[config.mk]
export PLATFORM = sky130hd
export DESIGN_NAME = fixed_timestep_tick_scheduler_unit
export DESIGN_NICKNAME = d
export VERILOG_FILES = /design/src/sv/ftts_pkg.sv /design/src/sv/fixed_timestep_tick_scheduler_unit.sv
export SDC_FILE = /design/constraint.sdc
export NUM_CORES = 1
export LEC_CHECK = 0
export ABC_AREA = 1
export BUFFER_PORTS_ARGS = -buffer_cell sky130_fd_sc_hd__buf_2
export CAP_MARGIN = 25
export CORE_UTILIZATION = 35
export CTS_CLUSTER_SIZE = 12
export DETAILED_ROUTE_END_ITERATION = 6
export HOLD_SLACK_MARGIN = 0.1
export MAX_ROUTING_LAYER = met4
export PLACE_DENSITY = 0.52
export SLEW_MARGIN = 5
export SYNTH_ARGS = -nofsm -noshare
export SYNTH_HDL_FRONTEND = slang
export SYNTH_SLANG_ARGS = --single-unit
[constraint.sdc]
create_clock -name clk -period 6.86 [get_ports clk]
set_clock_uncertainty 0.15 [all_clocks]
set_input_delay 0.343 -clock clk [delete_from_list [all_inputs] [get_ports clk]]
set_output_delay 0.343 -clock clk [all_outputs]
set_load 0.1 [all_outputs]
[src/sv/ftts_pkg.sv]
// Shared types and constants for the fixed-timestep tick scheduler.
// Holds the frame and result item structs, register map and reset values.
// No dependencies; the top level and its checker refer to it by scoped names.
package ftts_pkg;

	// One frame item as it arrives on the input channel.
	typedef struct packed {
		logic               scene_mode;
		logic               scene_physics_on;
		logic [1:0]         advance_mode;
		logic               step_held;
		logic               physics_allowed;
		logic               fixed_mode;
		logic [31:0]        frame_seconds;
		logic signed [23:0] scale_factor;
	} frame_t;

	// One result item as it leaves on the output channel.
	typedef struct packed {
		logic               update_logic;
		logic [31:0]        camera_dt;
		logic signed [39:0] simulation_dt;
		logic [5:0]         committed_ticks;
		logic [16:0]        alpha;
	} result_t;

	// Advance mode codes; the fourth code behaves as paused.
	localparam logic [1:0] ADV_PAUSED = 2'd0;
	localparam logic [1:0] ADV_RUN    = 2'd1;
	localparam logic [1:0] ADV_HELD   = 2'd2;

	// Register indexes, taken from paddr[3:2].
	localparam logic [1:0] REG_FIXED_DT  = 2'd0;
	localparam logic [1:0] REG_MAX_STEPS = 2'd1;
	localparam logic [1:0] REG_MAX_TICKS = 2'd2;

	// Register reset values.
	localparam logic [31:0] FIXED_DT_RST  = 32'd279620;
	localparam logic [5:0]  MAX_STEPS_RST = 6'd8;
	localparam logic [5:0]  MAX_TICKS_RST = 6'd32;

	// Saturation bounds of the signed 40-bit seconds format.
	localparam logic [39:0] S40_MAX = 40'h7F_FFFF_FFFF;
	localparam logic [39:0] S40_MIN = 40'h80_0000_0000;

	// Alpha value that stands for one.
	localparam logic [16:0] ALPHA_ONE = 17'h1_0000;

	// Last bit index of the serial multiplier and of the alpha divider.
	localparam logic [4:0] MUL_LAST = 5'd23;
	localparam logic [4:0] DIV_LAST = 5'd15;

endpackage

[src/sv/fixed_timestep_tick_scheduler_unit.sv]
// Top level of the fixed-timestep tick scheduler: APB registers, sequencer,
// bit-serial multiplier, step loop and restoring alpha divider.
// Depends on ftts_pkg for the item structs, register map and constants.

// The block takes one frame item and returns one result item. It works on one
// item at a time: frame_stall is high from the cycle after an item is taken
// until its result has moved into the output register, and a new frame may be
// taken while that result still waits for the consumer. A frame in scene mode
// with scene physics off goes straight to the result. Every other frame runs a
// 24-bit bit-serial multiplier, one multiplier bit per cycle; stepping fixed-step
// frames first pass the tick update. Stepping variable-mode frames then add the
// accumulator update, the step loop with one fixed_dt subtraction per committed
// step and, when a positive remainder is left, the one-bit-per-cycle alpha
// divider that gives 16 quotient bits.
// Registers lie at byte addresses 0 (fixed_dt), 4 (max_steps_per_frame) and
// 8 (max_fixed_ticks) and may be written only while the block is idle.
module fixed_timestep_tick_scheduler_unit (
	input  logic               clk,
	input  logic               arst_n,
	// Configuration port
	input  logic               psel,
	input  logic               penable,
	input  logic               pwrite,
	input  logic [3:0]         paddr,
	input  logic [31:0]        pwdata,
	output logic [31:0]        prdata,
	output logic               pready,
	// Frame channel
	input  logic               frame_valid,
	output logic               frame_stall,
	input  ftts_pkg::frame_t   frame,
	// Result channel
	output logic               result_valid,
	input  logic               result_stall,
	output ftts_pkg::result_t  result
);

	typedef enum logic [6:0] {
		ST_IDLE = 7'b000_0001,
		ST_TICK = 7'b000_0010,
		ST_MUL  = 7'b000_0100,
		ST_ACC  = 7'b000_1000,
		ST_STEP = 7'b001_0000,
		ST_DIV  = 7'b010_0000,
		ST_FIN  = 7'b100_0000
	} state_t;

	state_t             state_q;
	logic               result_valid_q;
	ftts_pkg::result_t  result_q;

	// Configuration registers
	logic [31:0]        fixed_dt_q;
	logic [5:0]         max_steps_q;
	logic [5:0]         max_ticks_q;

	// Accumulators kept across frames
	logic [39:0]        ta_q;
	logic [31:0]        tick_q;

	// Per-item registers
	logic               fixed_q;
	logic               step_q;
	logic               upd_q;
	logic [31:0]        secs_q;
	logic [23:0]        ts_pos_q;
	logic [39:0]        res_sim_q;
	logic [5:0]         ticks_q;
	logic [16:0]        alpha_q;

	// Serial multiplier and divider registers
	logic [31:0]        mcand_q;
	logic [23:0]        mplier_q;
	logic [33:0]        hi_q;
	logic [23:0]        lo_q;
	logic [4:0]         cnt_q;
	logic [31:0]        rem_q;

	logic               cfg_wr;
	logic               frame_accept;
	logic               frame_off;
	logic               can_step;
	logic [23:0]        ts_pos;
	logic               res_load;

	logic               mul_last;
	logic [33:0]        mul_add;
	logic [33:0]        mul_sum;
	logic [33:0]        mul_hi_nxt;
	logic [23:0]        mul_lo_nxt;
	logic [39:0]        prod_sh16;
	logic [39:0]        prod_low;

	logic [32:0]        tk_sum;
	logic [31:0]        tk_sat;
	logic [15:0]        tk_whole;
	logic [5:0]         tk_ticks;
	logic [31:0]        tk_rem;

	logic [40:0]        acc_sum;
	logic [39:0]        acc_sat;

	logic               step_go;
	logic               step_cap;
	logic [39:0]        ta_diff;
	logic [39:0]        ta_fin;
	logic               alpha_div;

	logic [32:0]        div_r2;
	logic [32:0]        div_diff;
	logic               div_ge;

	assign pready       = 1'b1;
	assign cfg_wr       = psel & penable & pwrite;
	assign frame_stall  = (state_q != ST_IDLE);
	assign frame_accept = frame_valid & ~frame_stall;
	assign result_valid = result_valid_q;
	assign result       = result_q;

	// Configuration register writes.
	always_ff @(posedge clk or negedge arst_n) begin
		if (!arst_n) begin
			fixed_dt_q  <= ftts_pkg::FIXED_DT_RST;
			max_steps_q <= ftts_pkg::MAX_STEPS_RST;
			max_ticks_q <= ftts_pkg::MAX_TICKS_RST;
		end else if (cfg_wr) begin
			unique case (paddr[3:2])
				ftts_pkg::REG_FIXED_DT:  fixed_dt_q  <= pwdata;
				ftts_pkg::REG_MAX_STEPS: max_steps_q <= pwdata[5:0];
				ftts_pkg::REG_MAX_TICKS: max_ticks_q <= pwdata[5:0];
				default: ;
			endcase
		end
	end

	// Configuration register reads.
	always_comb begin
		prdata = '0;
		unique case (paddr[3:2])
			ftts_pkg::REG_FIXED_DT:  prdata = fixed_dt_q;
			ftts_pkg::REG_MAX_STEPS: prdata = {26'd0, max_steps_q};
			ftts_pkg::REG_MAX_TICKS: prdata = {26'd0, max_ticks_q};
			default:                 prdata = '0;
		endcase
	end

	// Frame decode: physics off, step permission and the clamped time scale.
	assign frame_off = frame.scene_mode & ~frame.scene_physics_on;
	assign can_step  = ((frame.advance_mode == ftts_pkg::ADV_RUN) ||
		((frame.advance_mode == ftts_pkg::ADV_HELD) && frame.step_held)) &&
		frame.physics_allowed;
	assign ts_pos    = frame.scale_factor[23] ? 24'd0 : frame.scale_factor;

	// Multiplier step: add the multiplicand for a set bit, subtract it on the
	// sign bit, then shift the product one place to the right.
	assign mul_last   = (cnt_q == ftts_pkg::MUL_LAST);
	assign mul_add    = mplier_q[0] ? {2'b00, mcand_q} : 34'd0;
	assign mul_sum    = mul_last ? (hi_q - mul_add) : (hi_q + mul_add);
	assign mul_hi_nxt = {mul_sum[33], mul_sum[33:1]};
	assign mul_lo_nxt = {mul_sum[0], lo_q[23:1]};
	assign prod_sh16  = {mul_hi_nxt[31:0], mul_lo_nxt[23:16]};
	assign prod_low   = {mul_hi_nxt[15:0], mul_lo_nxt};

	// Fixed-step tick accumulation with saturation and the per-frame cap.
	assign tk_sum   = {1'b0, tick_q} + {9'd0, ts_pos_q};
	assign tk_sat   = tk_sum[32] ? 32'hFFFF_FFFF : tk_sum[31:0];
	assign tk_whole = tk_sat[31:16];
	assign tk_ticks = (tk_whole < {10'd0, max_ticks_q}) ? tk_whole[5:0] : max_ticks_q;
	assign tk_rem   = tk_sat - {10'd0, tk_ticks, 16'd0};

	// Variable-mode time accumulation, saturated to the signed 40-bit range.
	assign acc_sum = {ta_q[39], ta_q} + {res_sim_q[39], res_sim_q};
	always_comb begin
		if (acc_sum[40] != acc_sum[39]) begin
			acc_sat = acc_sum[40] ? ftts_pkg::S40_MIN : ftts_pkg::S40_MAX;
		end else begin
			acc_sat = acc_sum[39:0];
		end
	end

	// Step loop: one fixed_dt subtraction per cycle until below or capped.
	assign step_go  = ($signed({ta_q[39], ta_q}) >= $signed({9'd0, fixed_dt_q})) &&
		(ticks_q < max_steps_q);
	assign step_cap = (ticks_q == max_steps_q);
	assign ta_diff  = ta_q - {8'd0, fixed_dt_q};
	assign ta_fin   = step_cap ? 40'd0 : ta_q;
	// Once the loop stops short of the cap the remainder is below fixed_dt,
	// so a positive remainder always needs the divider.
	assign alpha_div = (fixed_dt_q != 32'd0) && !step_cap && !ta_q[39] && (ta_q != 40'd0);

	// Restoring divider step: one quotient bit of remainder * 65536 / fixed_dt.
	assign div_r2   = {rem_q, 1'b0};
	assign div_diff = div_r2 - {1'b0, fixed_dt_q};
	assign div_ge   = (div_r2 >= {1'b0, fixed_dt_q});

	assign res_load = (state_q == ST_FIN) && (!result_valid_q || !result_stall);

	// Sequencer, result valid and the accumulators.
	always_ff @(posedge clk or negedge arst_n) begin
		if (!arst_n) begin
			state_q        <= ST_IDLE;
			result_valid_q <= 1'b0;
			ta_q           <= '0;
			tick_q         <= '0;
		end else begin
			result_valid_q <= res_load | (result_valid_q & result_stall);
			unique case (state_q)
				ST_IDLE: begin
					if (frame_accept) begin
						if (frame_off || !can_step) begin
							ta_q   <= '0;
							tick_q <= '0;
						end
						if (frame_off) begin
							state_q <= ST_FIN;
						end else if (frame.fixed_mode && can_step) begin
							state_q <= ST_TICK;
						end else begin
							state_q <= ST_MUL;
						end
					end
				end
				ST_TICK: begin
					tick_q  <= tk_rem;
					state_q <= ST_MUL;
				end
				ST_MUL: begin
					if (mul_last) begin
						state_q <= (!fixed_q && step_q) ? ST_ACC : ST_FIN;
					end
				end
				ST_ACC: begin
					ta_q    <= acc_sat;
					state_q <= ST_STEP;
				end
				ST_STEP: begin
					if (step_go) begin
						ta_q <= ta_diff;
					end else begin
						ta_q    <= ta_fin;
						state_q <= alpha_div ? ST_DIV : ST_FIN;
					end
				end
				ST_DIV: begin
					if (cnt_q == ftts_pkg::DIV_LAST) begin
						state_q <= ST_FIN;
					end
				end
				ST_FIN: begin
					if (res_load) begin
						state_q <= ST_IDLE;
					end
				end
				default: state_q <= ST_IDLE;
			endcase
		end
	end

	// Per-item datapath registers.
	always_ff @(posedge clk) begin
		unique case (state_q)
			ST_IDLE: begin
				if (frame_accept) begin
					fixed_q   <= frame.fixed_mode;
					step_q    <= can_step;
					upd_q     <= ~frame_off;
					secs_q    <= frame.frame_seconds;
					ts_pos_q  <= ts_pos;
					res_sim_q <= '0;
					ticks_q   <= '0;
					alpha_q   <= (frame.fixed_mode && can_step && !frame_off) ?
						ftts_pkg::ALPHA_ONE : 17'd0;
					mcand_q   <= frame.fixed_mode ? fixed_dt_q : frame.frame_seconds;
					mplier_q  <= frame.fixed_mode ? ts_pos : frame.scale_factor;
					hi_q      <= '0;
					cnt_q     <= '0;
				end
			end
			ST_TICK: begin
				ticks_q  <= tk_ticks;
				mcand_q  <= fixed_dt_q;
				mplier_q <= {18'd0, tk_ticks};
				hi_q     <= '0;
				cnt_q    <= '0;
			end
			ST_MUL: begin
				hi_q     <= mul_hi_nxt;
				lo_q     <= mul_lo_nxt;
				mplier_q <= {1'b0, mplier_q[23:1]};
				cnt_q    <= cnt_q + 5'd1;
				if (mul_last) begin
					res_sim_q <= (fixed_q && step_q) ? prod_low : prod_sh16;
				end
			end
			ST_ACC: ;
			ST_STEP: begin
				if (step_go) begin
					ticks_q <= ticks_q + 6'd1;
				end else begin
					rem_q <= ta_q[31:0];
					cnt_q <= '0;
				end
			end
			ST_DIV: begin
				rem_q   <= div_ge ? div_diff[31:0] : div_r2[31:0];
				alpha_q <= {alpha_q[15:0], div_ge};
				cnt_q   <= cnt_q + 5'd1;
			end
			ST_FIN: begin
				if (res_load) begin
					result_q.update_logic    <= upd_q;
					result_q.camera_dt       <= upd_q ? secs_q : 32'd0;
					result_q.simulation_dt   <= res_sim_q;
					result_q.committed_ticks <= ticks_q;
					result_q.alpha           <= alpha_q;
				end
			end
			default: ;
		endcase
	end

endmodule

==> results.sh <==
export IMPL_die_w_um=306.6
export IMPL_layout_common_cells="1026 x nand2_1, 576 x inv_1, 453 x nor2_1"
export IMPL_routed_via_density=5.021
export IMPL_cts_made_buffers=57
export IMPL_r2r_slack_ns=1.01
export IMPL_drive_above_1_share_pct=10.17
export IMPL_vdd_drop_max_uv=298.7
export IMPL_htreeDepth=2
export IMPL_startpoint="tick_q[0]$_DFFE_PN0P_"
export IMPL_critical_path_peak_fanout=10
export IMPL_synth_seq_area_share_pct=43.44
export IMPL_die_h_um=306.6
export IMPL_fp_dieArea_um2=93980
export IMPL_max_cap_violations=0
export IMPL_first_pass_iters=6
export IMPL_start_kind="flop"
export IMPL_relSlewSlack_pct=35.32
export IMPL_r2r_worst_path_cells=36
export IMPL_holdWs_ns=0.1600
export IMPL_dp_hpwl_um=90010
export IMPL_core_um2=91800
export IMPL_p_per_area_nw_per_um2=439.4
export IMPL_antenna_found_initial=4
export IMPL_rows=111
export IMPL_worst_pin_slew_ns=0.9613
export IMPL_status="complete, no violations"
export IMPL_min_period_ns=5.850
export IMPL_cts_repair_resized=0
export IMPL_hold_viol=0
export IMPL_drt_iter0_drc=2258
export IMPL_synth_ff_type="edfxtp_1"
export IMPL_ys_ff_latch=490
export IMPL_via_count=28818
export IMPL_r2r_end="tick_q[29]$_DFFE_PN0P_"
export IMPL_synth_edf_count=366
export IMPL_cts_sinks=490
export IMPL_cp_slowest_cell="fa_1"
export IMPL_hp_class="input pin to flop"
export IMPL_leakagePower_nw=18.15
export IMPL_worstPathRequired_ns=7.25
export IMPL_path_clk_slew_ns=0.06
export IMPL_finalCritPeriodShare_pct=85.27
export IMPL_grt_max_degree=66
export IMPL_wl_per_cell_um=19.92
export IMPL_setup_tns_final_ns=0
export IMPL_place_gp_congestion=0.9679
export IMPL_path_class="flop to flop"
export IMPL_crit_arrival_ns=6.24
export IMPL_grt_pass1_vias=28225
export IMPL_syn_area_um2=32470
export IMPL_pin_count=237
export IMPL_async_flop_share_pct=25.31
export IMPL_netlist_instances=4114
export IMPL_synth_net_count=4408
export IMPL_clock_latency_ns=0.67
export IMPL_syn_to_final_growth_pct=17.80
export IMPL_ant_nets=0
export IMPL_nets=4741
export IMPL_initial_core_util_pct=35.37
export IMPL_synth_cell_types=60
export IMPL_yosysWarnings=0
export IMPL_totalWireLength_um=114300
export IMPL_gr_total_overflow=0
export IMPL_cts_buffer_depth=3
export IMPL_grt_pass1_wl_um=172100
export IMPL_track_usage_pct=24.94
export IMPL_layout_cells_most_common="nand2_1"
export IMPL_final_max_slew_violation_count=0
export IMPL_end_kind="flop"
export IMPL_max_stage_delay_ns=0.41
export IMPL_rsz0062_at_grt="no"
export IMPL_drc=0
export IMPL_fin_util_pct=41.66
export IMPL_setup_viol=0
export IMPL_critPathMostFrequentCell="nand2_1"
export IMPL_crit_path_end="tick_q[29]$_DFFE_PN0P_"
export IMPL_root_buffer="clkbuf_16"
export IMPL_timing_rr_start="tick_q[0]$_DFFE_PN0P_"
export IMPL_cts_tree="yes"
export IMPL_fmax_mhz=171.0
export IMPL_syn_avg_cell_area_um2=7.892
export IMPL_portBuffers=233
## layer usage
metal	global-route usage, %	up-vias	wire length [um]
met5	-	-	0
met4	7.267	0	3360
met3	3.308	155	5054
met2	41.39	649	55230
met1	31.72	13676	50680
li1	-	14338	-
## cell type report
| type | instances | area, um^2 |
|---|---|---|
| repair buffers | 374 | 2599 |
| multi-input cells | 2941 | 15850 |
| well taps | 1243 | 1555 |
| inverters | 583 | 2188 |
| fillers | 9465 | 53560 |
| flip-flops and latches | 490 | 14100 |
| clock buffers | 69 | 1554 |
| diodes | 2 | 5.005 |
| clock inverters | 38 | 391.6 |
## sequential cells by signal, summed over array words and instances (netlist names), 5 cells and up
register	cells
secs_q	32
res_sim_q	40
cnt_q	5
lo_q	23
max_ticks_q	6
state_q	7
hi_q	33
mplier_q	24
ta_q	40
rem_q	32
max_steps_q	6
mcand_q	32
ts_pos_q	23
result	96
alpha_q	17
tick_q	32
fixed_dt_q	32
ticks_q	6
## critical path: cells and delay by family (launching register included)
kind	cells	cell delay (ns)
simple gates	25	3.02
fa+ha+maj	4	1.26
compound gates	4	0.59
flops	1	0.38
buf+inv	3	0.33
## stage by stage
stage                     std cells  power, W  setup slack, ns  cell area (um^2)
after global routing           5740   0.01797           0.4253             38240
after floorplan                4114   0.01078           0.1766             32470
after CTS                      5735   0.01688            1.005             38180
after global placement         5515   0.01352            1.071             35050
after detailed placement       5518   0.01357            1.025             35130
final                          5740   0.01680            1.010             38240
## power by group
group / switching, W / total, W / internal (W) / leakage (nW)
clock network: 0.00131 / 0.00318 / 0.00187 / 0.948
registers: 0.000650 / 0.00488 / 0.00423 / 5.02
logic: 0.00619 / 0.00874 / 0.00255 / 12.2
## cells in the mapped netlist (all sizes together) (28+ instances only)
library cell | n | area, um^2
nand4 | 34 | 212.7
buf | 31 | 161.4
a21oi | 273 | 1370
o21ai | 182 | 918.4
dfrtp | 116 | 2903
nor4 | 30 | 202.7
edfxtp | 366 | 10990
nor3 | 36 | 195.2
inv | 582 | 2185
clkbuf | 69 | 259.0
ha | 182 | 2277
xnor2 | 56 | 490.5
a31oi | 28 | 175.2
xor2 | 114 | 998.5
nor2 | 470 | 1834
nand2 | 1049 | 4000
nand3 | 306 | 1597
## cells by family (layout without fill, tap and decap cells)
logic type	Yosys count	in the layout	share of synthesized area (%)
compound gates	612	612	10.84
xor+xnor	170	170	4.586
fa+ha+maj	188	188	7.384
buf+inv	683	1064	8.035
flops	490	490	43.44
other cells	1	3	0.01155
simple gates	1970	1970	25.70
## worst min-delay path by stage
| stage | from | end | slack [ns] | cells after the start |
|---|---|---|---|---|
| 3_5_place_dp | arst_n | tick_q[8]$_DFFE_PN0P_ | 0.23 | 1 |
| 3_3_place_gp | arst_n | tick_q[9]$_DFFE_PN0P_ | 0.24 | 1 |
| 6_report | paddr[3] | fixed_dt_q[0]$_DFFE_PN0P_ | 0.16 | 4 |
| 4_1_cts | paddr[3] | fixed_dt_q[0]$_DFFE_PN0P_ | 0.10 | 4 |
| 2_1_floorplan | arst_n | fixed_dt_q[0]$_DFFE_PN0P_ | -0.10 | 0 |
| 5_1_grt | paddr[3] | fixed_dt_q[0]$_DFFE_PN0P_ | 0.15 | 4 |
## timing repair
action	4_1_cts	5_1_grt
endpoints found under the hold margin	227	0
setup buffers	0	0
hold buffers	110	0
Note: power is estimated with default switching activity, not from simulation.
